## config.mk

```make
export PLATFORM = sky130hd
export DESIGN_NAME = oval_track_pid_steering_flat
export DESIGN_NICKNAME = d
export VERILOG_FILES = /design/src/rtl/ovtrk_pkg.sv /design/src/rtl/ovtrk_if.sv /design/src/rtl/ovtrk_smul.sv /design/src/rtl/ovtrk_isqrt.sv /design/src/rtl/oval_track_pid_steering.sv /design/src/flat_wrapper.sv
export SDC_FILE = /design/constraint.sdc
export NUM_CORES = 2
export LEC_CHECK = 0
export BUFFER_PORTS_ARGS = -buffer_cell sky130_fd_sc_hd__buf_2
export CAP_MARGIN = 20
export CORE_ASPECT_RATIO = 0.5
export CORE_UTILIZATION = 25
export DETAILED_ROUTE_END_ITERATION = 6
export MAX_ROUTING_LAYER = met4
export PLACE_DENSITY = 0.35
export SLEW_MARGIN = 20
export SYNTH_ARGS = -nofsm -noshare
export SYNTH_HDL_FRONTEND = slang
export SYNTH_HIERARCHICAL = 1
export SYNTH_SLANG_ARGS = --single-unit
```

## constraint.sdc

```tcl
create_clock -name clk -period 14.1 [get_ports clk]
set_input_delay 2.82 -clock clk [delete_from_list [all_inputs] [get_ports clk]]
set_output_delay 2.82 -clock clk [all_outputs]
set_load 0.01 [all_outputs]
```

## src/rtl/ovtrk_pkg.sv

```systemverilog
package ovtrk_pkg;

  localparam int DATA_W  = 32;
  localparam int UDATA_W = 31;
  localparam int ADDR_W  = 5;

  typedef logic signed [DATA_W-1:0] word_t;
  typedef logic [UDATA_W-1:0]       uword_t;
  typedef logic [1:0]               opcode_t;

  localparam opcode_t OP_TICK  = 2'd0;
  localparam opcode_t OP_POSE  = 2'd1;
  localparam opcode_t OP_RANGE = 2'd2;

  localparam logic [2:0] REG_SPEED  = 3'd0;
  localparam logic [2:0] REG_KP     = 3'd1;
  localparam logic [2:0] REG_KI     = 3'd2;
  localparam logic [2:0] REG_KD     = 3'd3;
  localparam logic [2:0] REG_THRESH = 3'd4;
  localparam logic [2:0] REG_HALF   = 3'd5;
  localparam logic [2:0] REG_RADIUS = 3'd6;

  localparam word_t  RST_SPEED  = 32'sd65536;
  localparam word_t  RST_KP     = 32'sd6554;
  localparam word_t  RST_KI     = 32'sd0;
  localparam word_t  RST_KD     = 32'sd0;
  localparam uword_t RST_THRESH = 31'd19661;
  localparam uword_t RST_HALF   = 31'd393216;
  localparam uword_t RST_RADIUS = 31'd393216;

  typedef enum logic [3:0] {
    ST_IDLE,
    ST_GEOM,
    ST_SQ,
    ST_ROOT,
    ST_INTEG,
    ST_MSTART,
    ST_MUL,
    ST_ADD1,
    ST_ADD2,
    ST_OUT
  } state_t;

endpackage

```

## src/rtl/ovtrk_if.sv

```systemverilog
interface ovtrk_cmd_if;
  logic               valid;
  logic               ready;
  ovtrk_pkg::opcode_t opcode;
  ovtrk_pkg::word_t   pos_x;
  ovtrk_pkg::word_t   pos_y;
  ovtrk_pkg::uword_t  range_value;

  modport source (output valid, opcode, pos_x, pos_y, range_value, input ready);
  modport sink (input valid, opcode, pos_x, pos_y, range_value, output ready);
endinterface

interface ovtrk_drv_if;
  logic             valid;
  logic             ready;
  ovtrk_pkg::word_t linear_speed;
  ovtrk_pkg::word_t angular_rate;
  ovtrk_pkg::word_t track_error;
  logic             drive_enabled;

  modport source (output valid, linear_speed, angular_rate, track_error, drive_enabled,
                  input ready);
  modport sink (input valid, linear_speed, angular_rate, track_error, drive_enabled,
                output ready);
endinterface

```

## src/rtl/ovtrk_smul.sv

```systemverilog
module ovtrk_smul #(
  parameter int AW = 32,
  parameter int BW = 48
) (
  input  logic                     clk,
  input  logic                     rst,
  input  logic                     start,
  input  logic signed [AW-1:0]     a,
  input  logic signed [BW-1:0]     b,
  output logic                     done,
  output logic signed [AW+BW-1:0]  prod
);

  localparam int CW = $clog2(BW + 1);

  logic signed [AW:0] mcand;
  logic [BW-1:0]      mplier;
  logic signed [AW:0] hi;
  logic [BW-1:0]      lo;
  logic [CW-1:0]      cnt;
  logic               busy;
  logic               last;
  logic signed [AW:0] addend;
  logic signed [AW:0] psum;

  // radix-2 shift-add; the sign bit of b carries negative weight
  always_comb begin
    last = (cnt == CW'(BW - 1));
    if (!mplier[0]) begin
      addend = '0;
    end else if (last) begin
      addend = -mcand;
    end else begin
      addend = mcand;
    end
    psum = hi + addend;
  end

  always_ff @(posedge clk) begin
    if (rst) begin
      busy <= 1'b0;
      done <= 1'b0;
    end else begin
      done <= 1'b0;
      if (start) begin
        busy   <= 1'b1;
        cnt    <= '0;
        hi     <= '0;
        mcand  <= {a[AW-1], a};
        mplier <= b;
      end else if (busy) begin
        hi     <= {psum[AW], psum[AW:1]};
        lo     <= {psum[0], lo[BW-1:1]};
        mplier <= mplier >> 1;
        cnt    <= cnt + 1'b1;
        if (last) begin
          busy <= 1'b0;
          done <= 1'b1;
        end
      end
    end
  end

  assign prod = {hi[AW-1:0], lo};

endmodule

```

## src/rtl/ovtrk_isqrt.sv

```systemverilog
module ovtrk_isqrt #(
  parameter int RW = 64
) (
  input  logic              clk,
  input  logic              rst,
  input  logic              start,
  input  logic [RW-1:0]     radicand,
  output logic              done,
  output logic [RW/2-1:0]   root
);

  localparam int HW = RW / 2;
  localparam int CW = $clog2(HW);

  logic [RW-1:0]   rad;
  logic [HW+1:0]   rem;
  logic [CW-1:0]   cnt;
  logic            busy;
  logic            last;
  logic [HW+3:0]   cand;
  logic [HW+3:0]   trial;
  logic [HW+3:0]   diff;
  logic            ge;

  // restoring root, two radicand bits per step
  always_comb begin
    last  = (cnt == CW'(HW - 1));
    cand  = {rem, rad[RW-1 -: 2]};
    trial = {2'b00, root, 2'b01};
    ge    = (cand >= trial);
    diff  = cand - trial;
  end

  always_ff @(posedge clk) begin
    if (rst) begin
      busy <= 1'b0;
      done <= 1'b0;
    end else begin
      done <= 1'b0;
      if (start) begin
        busy <= 1'b1;
        cnt  <= '0;
        rem  <= '0;
        root <= '0;
        rad  <= radicand;
      end else if (busy) begin
        rem  <= ge ? diff[HW+1:0] : cand[HW+1:0];
        root <= {root[HW-2:0], ge};
        rad  <= rad << 2;
        cnt  <= cnt + 1'b1;
        if (last) begin
          busy <= 1'b0;
          done <= 1'b1;
        end
      end
    end
  end

endmodule

```

## src/rtl/oval_track_pid_steering.sv

```systemverilog
// Oval-track PID steering.
// cmd channel (valid/ready): opcode selects a pose update (pos_x, pos_y), a range
// sample (range_value, sets a sticky obstacle flag below the threshold) or a
// control tick. Each tick yields one transaction on the drv channel; the other
// opcodes yield none. Registers are to be written over the APB port only while
// idle; the block itself does not enforce this. A tick walks through bit-serial
// units: two 33x33 squarers run in parallel, the square root gives one result
// bit per cycle, and three gain multipliers run in parallel, followed by the
// control and add states.
// A tick on a straight side skips the squarers and the square root; a tick with
// the obstacle flag set goes straight to the output state.
// cmd.ready is high only between transactions. The result sits in an output
// register: further pose and range transactions are taken while it waits, and a
// following tick is computed but held until drv.ready frees the register.
// Reset (rst, synchronous) restores register defaults, clears pose, obstacle flag
// and PID state, and empties the output register.
module oval_track_pid_steering #(
  parameter int FRAC_BITS = 16,
  parameter int SUM_WIDTH = 48
) (
  input  logic                            clk,
  input  logic                            rst,
  input  logic                            psel,
  input  logic                            penable,
  input  logic                            pwrite,
  input  logic [ovtrk_pkg::ADDR_W-1:0]    paddr,
  input  logic [ovtrk_pkg::DATA_W-1:0]    pwdata,
  output logic [ovtrk_pkg::DATA_W-1:0]    prdata,
  output logic                            pready,
  ovtrk_cmd_if.sink                       cmd,
  ovtrk_drv_if.source                     drv
);

  localparam int DW    = ovtrk_pkg::DATA_W;
  localparam int MB    = (SUM_WIDTH > DW) ? SUM_WIDTH : DW + 1;
  localparam int PW    = DW + MB;
  localparam int ACC_W = PW + 2;
  localparam int SQ_W  = DW + 1;
  localparam int EW    = DW + 2;

  ovtrk_pkg::state_t state;
  ovtrk_pkg::state_t state_next;

  ovtrk_pkg::word_t  forward_speed;
  ovtrk_pkg::word_t  gain_proportional;
  ovtrk_pkg::word_t  gain_integral;
  ovtrk_pkg::word_t  gain_derivative;
  ovtrk_pkg::uword_t obstacle_threshold;
  ovtrk_pkg::uword_t oval_half_length;
  ovtrk_pkg::uword_t oval_radius;

  ovtrk_pkg::word_t             cur_x;
  ovtrk_pkg::word_t             cur_y;
  logic                         obstacle_seen;
  logic signed [SUM_WIDTH-1:0]  error_sum;
  ovtrk_pkg::word_t             prev_error;
  ovtrk_pkg::word_t             err;
  logic signed [DW:0]           diff;
  logic signed [ACC_W-1:0]      acc;

  logic             out_valid;
  ovtrk_pkg::word_t out_speed;
  ovtrk_pkg::word_t out_rate;
  ovtrk_pkg::word_t out_error;
  logic             out_en;

  logic sq_start, root_start, mul_start;
  logic sqx_done, sqy_done, root_done, p_done, i_done, d_done;
  logic signed [2*SQ_W-1:0] sqx_prod, sqy_prod;
  logic [DW-1:0]            root;
  logic signed [PW-1:0]     p_prod, i_prod, d_prod;

  logic signed [SQ_W-1:0] x_e, y_e, hl_e, dx_right, dx_left, dx_sel;
  logic                   on_right, on_left, on_end;
  logic signed [EW-1:0]   y_w, r_w, root_w, straight_w, end_w;
  logic [2*DW-1:0]        rad_in;
  logic signed [SUM_WIDTH:0] sum_w;
  logic signed [SUM_WIDTH-1:0] sum_next;
  logic signed [DW:0]     diff_next;
  logic signed [ACC_W-1:0] shifted;
  ovtrk_pkg::word_t       rate;
  logic                   cfg_wr;
  logic                   out_free;

  function automatic ovtrk_pkg::word_t sat_word(input logic signed [EW-1:0] v);
    logic [2:0] top;
    top = v[EW-1 -: 3];
    if (top == 3'b000 || top == 3'b111) begin
      return v[DW-1:0];
    end else if (v[EW-1]) begin
      return {1'b1, {(DW-1){1'b0}}};
    end else begin
      return {1'b0, {(DW-1){1'b1}}};
    end
  endfunction

  // configuration port
  assign pready = 1'b1;
  assign cfg_wr = psel && penable && pwrite;

  always_comb begin
    unique case (paddr[4:2])
      ovtrk_pkg::REG_SPEED:  prdata = forward_speed;
      ovtrk_pkg::REG_KP:     prdata = gain_proportional;
      ovtrk_pkg::REG_KI:     prdata = gain_integral;
      ovtrk_pkg::REG_KD:     prdata = gain_derivative;
      ovtrk_pkg::REG_THRESH: prdata = {1'b0, obstacle_threshold};
      ovtrk_pkg::REG_HALF:   prdata = {1'b0, oval_half_length};
      ovtrk_pkg::REG_RADIUS: prdata = {1'b0, oval_radius};
      default:               prdata = '0;
    endcase
  end

  always_ff @(posedge clk) begin
    if (rst) begin
      forward_speed      <= ovtrk_pkg::RST_SPEED;
      gain_proportional  <= ovtrk_pkg::RST_KP;
      gain_integral      <= ovtrk_pkg::RST_KI;
      gain_derivative    <= ovtrk_pkg::RST_KD;
      obstacle_threshold <= ovtrk_pkg::RST_THRESH;
      oval_half_length   <= ovtrk_pkg::RST_HALF;
      oval_radius        <= ovtrk_pkg::RST_RADIUS;
    end else if (cfg_wr) begin
      unique case (paddr[4:2])
        ovtrk_pkg::REG_SPEED:  forward_speed      <= pwdata;
        ovtrk_pkg::REG_KP:     gain_proportional  <= pwdata;
        ovtrk_pkg::REG_KI:     gain_integral      <= pwdata;
        ovtrk_pkg::REG_KD:     gain_derivative    <= pwdata;
        ovtrk_pkg::REG_THRESH: obstacle_threshold <= pwdata[ovtrk_pkg::UDATA_W-1:0];
        ovtrk_pkg::REG_HALF:   oval_half_length   <= pwdata[ovtrk_pkg::UDATA_W-1:0];
        ovtrk_pkg::REG_RADIUS: oval_radius        <= pwdata[ovtrk_pkg::UDATA_W-1:0];
        default: ;
      endcase
    end
  end

  // track geometry
  always_comb begin
    x_e      = SQ_W'(cur_x);
    y_e      = SQ_W'(cur_y);
    hl_e     = $signed({2'b00, oval_half_length});
    on_right = (x_e > hl_e);
    on_left  = (x_e < -hl_e);
    on_end   = on_right || on_left;
    dx_right = x_e - hl_e;
    dx_left  = x_e + hl_e;
    dx_sel   = on_right ? dx_right : dx_left;
    y_w      = EW'(cur_y);
    r_w      = $signed({3'b000, oval_radius});
    root_w   = $signed({2'b00, root});
    if (!cur_y[DW-1] && (cur_y != '0)) begin
      straight_w = y_w - r_w;
    end else begin
      straight_w = -r_w - y_w;
    end
    end_w    = root_w - r_w;
    rad_in   = sqx_prod[2*DW-1:0] + sqy_prod[2*DW-1:0];
  end

  // integral with saturation, difference term
  always_comb begin
    sum_w = (SUM_WIDTH+1)'(error_sum) + (SUM_WIDTH+1)'(err);
    if (sum_w[SUM_WIDTH] != sum_w[SUM_WIDTH-1]) begin
      sum_next = sum_w[SUM_WIDTH] ? {1'b1, {(SUM_WIDTH-1){1'b0}}}
                                  : {1'b0, {(SUM_WIDTH-1){1'b1}}};
    end else begin
      sum_next = sum_w[SUM_WIDTH-1:0];
    end
    diff_next = (DW+1)'(err) - (DW+1)'(prev_error);
  end

  // rate: floor shift and saturate
  always_comb begin
    shifted = acc >>> FRAC_BITS;
    if ((&shifted[ACC_W-1:DW-1]) || !(|shifted[ACC_W-1:DW-1])) begin
      rate = shifted[DW-1:0];
    end else if (shifted[ACC_W-1]) begin
      rate = {1'b1, {(DW-1){1'b0}}};
    end else begin
      rate = {1'b0, {(DW-1){1'b1}}};
    end
  end

  ovtrk_smul #(.AW(SQ_W), .BW(SQ_W)) u_sq_x (
    .clk(clk), .rst(rst), .start(sq_start), .a(dx_sel), .b(dx_sel),
    .done(sqx_done), .prod(sqx_prod)
  );

  ovtrk_smul #(.AW(SQ_W), .BW(SQ_W)) u_sq_y (
    .clk(clk), .rst(rst), .start(sq_start), .a(y_e), .b(y_e),
    .done(sqy_done), .prod(sqy_prod)
  );

  ovtrk_isqrt #(.RW(2*DW)) u_root (
    .clk(clk), .rst(rst), .start(root_start), .radicand(rad_in),
    .done(root_done), .root(root)
  );

  ovtrk_smul #(.AW(DW), .BW(MB)) u_mul_p (
    .clk(clk), .rst(rst), .start(mul_start), .a(gain_proportional), .b(MB'(err)),
    .done(p_done), .prod(p_prod)
  );

  ovtrk_smul #(.AW(DW), .BW(MB)) u_mul_i (
    .clk(clk), .rst(rst), .start(mul_start), .a(gain_integral), .b(MB'(error_sum)),
    .done(i_done), .prod(i_prod)
  );

  ovtrk_smul #(.AW(DW), .BW(MB)) u_mul_d (
    .clk(clk), .rst(rst), .start(mul_start), .a(gain_derivative), .b(MB'(diff)),
    .done(d_done), .prod(d_prod)
  );

  // control
  assign cmd.ready = (state == ovtrk_pkg::ST_IDLE);
  assign out_free  = !out_valid || drv.ready;

  always_ff @(posedge clk) begin
    if (rst) begin
      state <= ovtrk_pkg::ST_IDLE;
    end else begin
      state <= state_next;
    end
  end

  always_comb begin
    state_next = state;
    sq_start   = 1'b0;
    root_start = 1'b0;
    mul_start  = 1'b0;
    unique case (state)
      ovtrk_pkg::ST_IDLE: begin
        if (cmd.valid && cmd.opcode == ovtrk_pkg::OP_TICK) begin
          state_next = obstacle_seen ? ovtrk_pkg::ST_OUT : ovtrk_pkg::ST_GEOM;
        end
      end
      ovtrk_pkg::ST_GEOM: begin
        if (on_end) begin
          sq_start   = 1'b1;
          state_next = ovtrk_pkg::ST_SQ;
        end else begin
          state_next = ovtrk_pkg::ST_INTEG;
        end
      end
      ovtrk_pkg::ST_SQ: begin
        if (sqx_done) begin
          root_start = 1'b1;
          state_next = ovtrk_pkg::ST_ROOT;
        end
      end
      ovtrk_pkg::ST_ROOT: begin
        if (root_done) begin
          state_next = ovtrk_pkg::ST_INTEG;
        end
      end
      ovtrk_pkg::ST_INTEG:  state_next = ovtrk_pkg::ST_MSTART;
      ovtrk_pkg::ST_MSTART: begin
        mul_start  = 1'b1;
        state_next = ovtrk_pkg::ST_MUL;
      end
      ovtrk_pkg::ST_MUL: begin
        if (p_done) begin
          state_next = ovtrk_pkg::ST_ADD1;
        end
      end
      ovtrk_pkg::ST_ADD1: state_next = ovtrk_pkg::ST_ADD2;
      ovtrk_pkg::ST_ADD2: state_next = ovtrk_pkg::ST_OUT;
      ovtrk_pkg::ST_OUT: begin
        if (out_free) begin
          state_next = ovtrk_pkg::ST_IDLE;
        end
      end
      default: state_next = ovtrk_pkg::ST_IDLE;
    endcase
  end

  // datapath and state
  always_ff @(posedge clk) begin
    if (rst) begin
      cur_x         <= '0;
      cur_y         <= '0;
      obstacle_seen <= 1'b0;
      error_sum     <= '0;
      prev_error    <= '0;
      out_valid     <= 1'b0;
    end else begin
      if (out_valid && drv.ready) begin
        out_valid <= 1'b0;
      end
      unique case (state)
        ovtrk_pkg::ST_IDLE: begin
          if (cmd.valid && cmd.opcode == ovtrk_pkg::OP_POSE) begin
            cur_x <= cmd.pos_x;
            cur_y <= cmd.pos_y;
          end
          if (cmd.valid && cmd.opcode == ovtrk_pkg::OP_RANGE &&
              cmd.range_value < obstacle_threshold) begin
            obstacle_seen <= 1'b1;
          end
        end
        ovtrk_pkg::ST_GEOM: begin
          if (!on_end) begin
            err <= sat_word(straight_w);
          end
        end
        ovtrk_pkg::ST_ROOT: begin
          if (root_done) begin
            err <= sat_word(end_w);
          end
        end
        ovtrk_pkg::ST_INTEG: begin
          error_sum  <= sum_next;
          diff       <= diff_next;
          prev_error <= err;
        end
        ovtrk_pkg::ST_ADD1: acc <= ACC_W'(p_prod) + ACC_W'(i_prod);
        ovtrk_pkg::ST_ADD2: acc <= acc + ACC_W'(d_prod);
        ovtrk_pkg::ST_OUT: begin
          if (out_free) begin
            out_valid <= 1'b1;
            if (obstacle_seen) begin
              out_speed <= '0;
              out_rate  <= '0;
              out_error <= '0;
              out_en    <= 1'b0;
            end else begin
              out_speed <= forward_speed;
              out_rate  <= rate;
              out_error <= err;
              out_en    <= 1'b1;
            end
          end
        end
        default: ;
      endcase
    end
  end

  assign drv.valid         = out_valid;
  assign drv.linear_speed  = out_speed;
  assign drv.angular_rate  = out_rate;
  assign drv.track_error   = out_error;
  assign drv.drive_enabled = out_en;

  a_obstacle_sticky: assert property (@(posedge clk) disable iff (rst)
    obstacle_seen |=> obstacle_seen)
    else $error("obstacle flag cleared outside reset");

  a_obstacle_tick: assert property (@(posedge clk) disable iff (rst)
    cmd.valid && cmd.ready && cmd.opcode == ovtrk_pkg::OP_TICK && obstacle_seen
    |=> state == ovtrk_pkg::ST_OUT)
    else $error("obstacle tick did not go straight to output");

  a_mul_lockstep: assert property (@(posedge clk) disable iff (rst)
    p_done |-> i_done && d_done)
    else $error("gain multipliers out of step");

  a_sq_lockstep: assert property (@(posedge clk) disable iff (rst)
    sqx_done |-> sqy_done)
    else $error("squarers out of step");

endmodule

```

## src/flat_wrapper.sv

```systemverilog
// flat-port wrapper written by rule: the top's interface ports become plain ports
module oval_track_pid_steering_flat 
#(
  parameter int FRAC_BITS = 16,
  parameter int SUM_WIDTH = 48
)
  (clk, rst, psel, penable, pwrite, paddr, pwdata, prdata, pready, cmd_valid, cmd_opcode, cmd_pos_x, cmd_pos_y, cmd_range_value, cmd_ready, drv_valid, drv_linear_speed, drv_angular_rate, drv_track_error, drv_drive_enabled, drv_ready);
  ovtrk_cmd_if cmd_i ();
  ovtrk_drv_if drv_i ();
  input  logic clk;
  input  logic rst;
  input  logic psel;
  input  logic penable;
  input  logic pwrite;
  input  logic [ovtrk_pkg::ADDR_W-1:0] paddr;
  input  logic [ovtrk_pkg::DATA_W-1:0] pwdata;
  output logic [ovtrk_pkg::DATA_W-1:0] prdata;
  output logic pready;
  input wire logic [$bits(cmd_i.valid)-1:0] cmd_valid;
  input wire logic [$bits(cmd_i.opcode)-1:0] cmd_opcode;
  input wire logic [$bits(cmd_i.pos_x)-1:0] cmd_pos_x;
  input wire logic [$bits(cmd_i.pos_y)-1:0] cmd_pos_y;
  input wire logic [$bits(cmd_i.range_value)-1:0] cmd_range_value;
  output wire logic [$bits(cmd_i.ready)-1:0] cmd_ready;
  output wire logic [$bits(drv_i.valid)-1:0] drv_valid;
  output wire logic [$bits(drv_i.linear_speed)-1:0] drv_linear_speed;
  output wire logic [$bits(drv_i.angular_rate)-1:0] drv_angular_rate;
  output wire logic [$bits(drv_i.track_error)-1:0] drv_track_error;
  output wire logic [$bits(drv_i.drive_enabled)-1:0] drv_drive_enabled;
  input wire logic [$bits(drv_i.ready)-1:0] drv_ready;
  assign cmd_i.valid = cmd_valid;
  assign cmd_i.opcode = cmd_opcode;
  assign cmd_i.pos_x = cmd_pos_x;
  assign cmd_i.pos_y = cmd_pos_y;
  assign cmd_i.range_value = cmd_range_value;
  assign cmd_ready = cmd_i.ready;
  assign drv_valid = drv_i.valid;
  assign drv_linear_speed = drv_i.linear_speed;
  assign drv_angular_rate = drv_i.angular_rate;
  assign drv_track_error = drv_i.track_error;
  assign drv_drive_enabled = drv_i.drive_enabled;
  assign drv_i.ready = drv_ready;
  oval_track_pid_steering #(.FRAC_BITS(FRAC_BITS), .SUM_WIDTH(SUM_WIDTH)) u_core (.clk(clk), .rst(rst), .psel(psel), .penable(penable), .pwrite(pwrite), .paddr(paddr), .pwdata(pwdata), .prdata(prdata), .pready(pready), .cmd(cmd_i), .drv(drv_i));
endmodule
```

==> summary.md <==
| Metric | Value |
|---|---|
| Initial antenna violation count | `10` |
| DP HPWL | `267000 µm` |
| WP data required | `11280 ps` |
| GR Overflow Total | `0` |
| Number of CTS-inserted buffers | `176` |
| Via count | `78.9k` |
| Core Box Area | `397000 µm²` |
| Die X | `897 µm` |
| Maximum VDD drop | `0.0985 mV` |
| CP startpoint kind | `primary input` |
| Vias per cell | `4.90` |
| Slew of the pin with the lowest slew margin | `1050 ps` |
| CP Capture Type | `output pin` |
| Final Instance Area | `113000 µm²` |
| WP data arrival | `5860 ps` |
| P&R area growth vs syn | `12.9%` |
| Setup skew after layout | `81.1 ps` |
| Mapped Nets | `11.5k` |
| Max Clk Rate | `115 MHz` |
| Row cnt | `163` |
| I/O Buffers | `269` |
| Hold_ws | `450 ps` |
| Final WL | `354000 µm` |
| Final cycle utilization of the critical path | `61.6%` |
| First-pass GRT wire length | `525000 µm` |
| Io pins | `273` |
| Post-Synthesis Cells | `10.6k` |
| CTS tree | `built` |
| Max_cap viols | `0` |
| CTS resizes | `0` |
| DP Area | `107000 µm²` |
| Clk root buf | `clkbuf_16` |
| Die Y-Extent | `450 µm` |
| Outcome | `finished clean` |
| Cell Pwr Density | `119 nW/µm²` |
| Post-layout minimum cycle time | `8680 ps` |
| Most frequent cells in the layout | `1210 x a21oi_1, 1153 x edfxtp_1, 1141 x nand2_1` |
| Share of layout cells above drive strength 1 | `10.5%` |
| Clk_lat worst skew | `900 ps` |
| Fin. max-slew vios | `0` |
| Worst min path class | `flop to flop` |
| Largest net degree at the start of global routing | `105` |
| Lkg Pwr | `41.8 nW` |
| Gr usage total | `17.4%` |
| # nets final | `11.6k` |
| DR DRC count | `0` |
| Yosys warns | `6` |
| Endpoints failing setup | `0` |
| Detailed-router iteration count before antenna repair | `6` |
| Synthesized cell area | `100000 µm²` |
| Starting Density | `25.3%` |
| Clk buf depth | `4` |
| CTS clk-pin slew, worst paths | `60 ps` |
| H-tree depth | `4` |
| Commonest non-fill, non-tap cell in the layout | `a21oi_1` |
| Placer congestion estimate | `0.884` |
| Routed Antenna Nets | `0` |
| CP Class | `primary input to output pin` |
| Synth Area per Inst | `9.46 µm²` |
| Die area | `404000 µm²` |
| Wire per inst | `22.0 µm` |
| Clock sink count | `1533` |
| Slew Limit Headroom | `29.6%` |
| Sum of negative setup slack | `0 ps` |
| Fin. Hold Viols | `0` |
| # Post-CTS Setup Buffers | `0` |
| Util after Layout | `28.5%` |
| RSZ-0062 raised after global routing | `false` |
| Vias in the first global route | `78.2k` |
| Initial DRC Count | `5370` |
| Hold-fix buffers, CTS | `0` |
| Crit path max fanout | `52` |
## stage by stage
stage | total power, mW | setup WS, ps | instances
final | 13.5 | 5420 | 16100
after global routing | 14.3 | 5380 | 16100
after CTS | 13.7 | 5260 | 16100
after detailed placement | 8.87 | 5260 | 15800
after global placement | 8.89 | 5240 | 15800
after floorplan | 7.78 | 5080 | 10600
## path summary, 6_finish.rpt
| kind | start | end | slack, ps | depth (start not counted) |
|---|---|---|---|---|
| setup reg to reg | u_core/oval_half_length[2] | u_core/u_sq_x/mplier[30] | 6270 | 22 |
| setup / recovery | paddr[3] | prdata[29] | 5420 | 7 |
| hold reg to reg | u_core/u_mul_d/lo[35] | u_core/u_mul_d/lo[34] | 450 | 0 |
| hold / removal | u_core/u_mul_d/lo[35] | u_core/u_mul_d/lo[34] | 450 | 0 |
## cell type report
type	instances	area [µm²]
diodes	2	5.00
clock buffers	219	4800
clock inverters	97	893
fillers	42000	283000
inverters	432	1620
multi-input cells	8175	54800
flip-flops and latches	1533	42200
well taps	5280	6610
repair buffers	376	2240
## sequential cells by signal, indices dropped and copies added (netlist names), 34 cells and up
register and flops:
u_core/u_root/rad 64, u_core/u_mul_d/lo 48, u_core/u_root/rem 34, u_core/u_mul_p/lo 48, u_core/u_mul_d/mplier 48, u_core/u_mul_i/mplier 48, u_core/error_sum 48, u_core/acc 82
u_core/u_mul_p/mplier 48, u_core/u_mul_i/lo 48
## per-layer routing
metal / up-vias / routed length (µm) / track usage (%)
met3: 356 / 11400 / 1.80
met4: 0 / 8050 / 3.71
met1: 38500 / 170000 / 23.6
met5: - / 0 / -
li1: 38800 / - / -
met2: 1252 / 165000 / 28.3
## critical path, stage by stage
cell and delay, ps:
buf_4 310, buf_4 690, nor2_2 340, and2_1 490, a221oi_1 640, o21ai_0 280, buf_2 210
## power by group
part | switching (mW) | total, mW | internal [mW]
combinational | 2.13 | 3.36 | 1.23
sequential | 0.200 | 5.41 | 5.21
clock | 2.09 | 4.75 | 2.66
total | 4.41 | 13.5 | 9.10
Power figures use the tool's default switching activity.
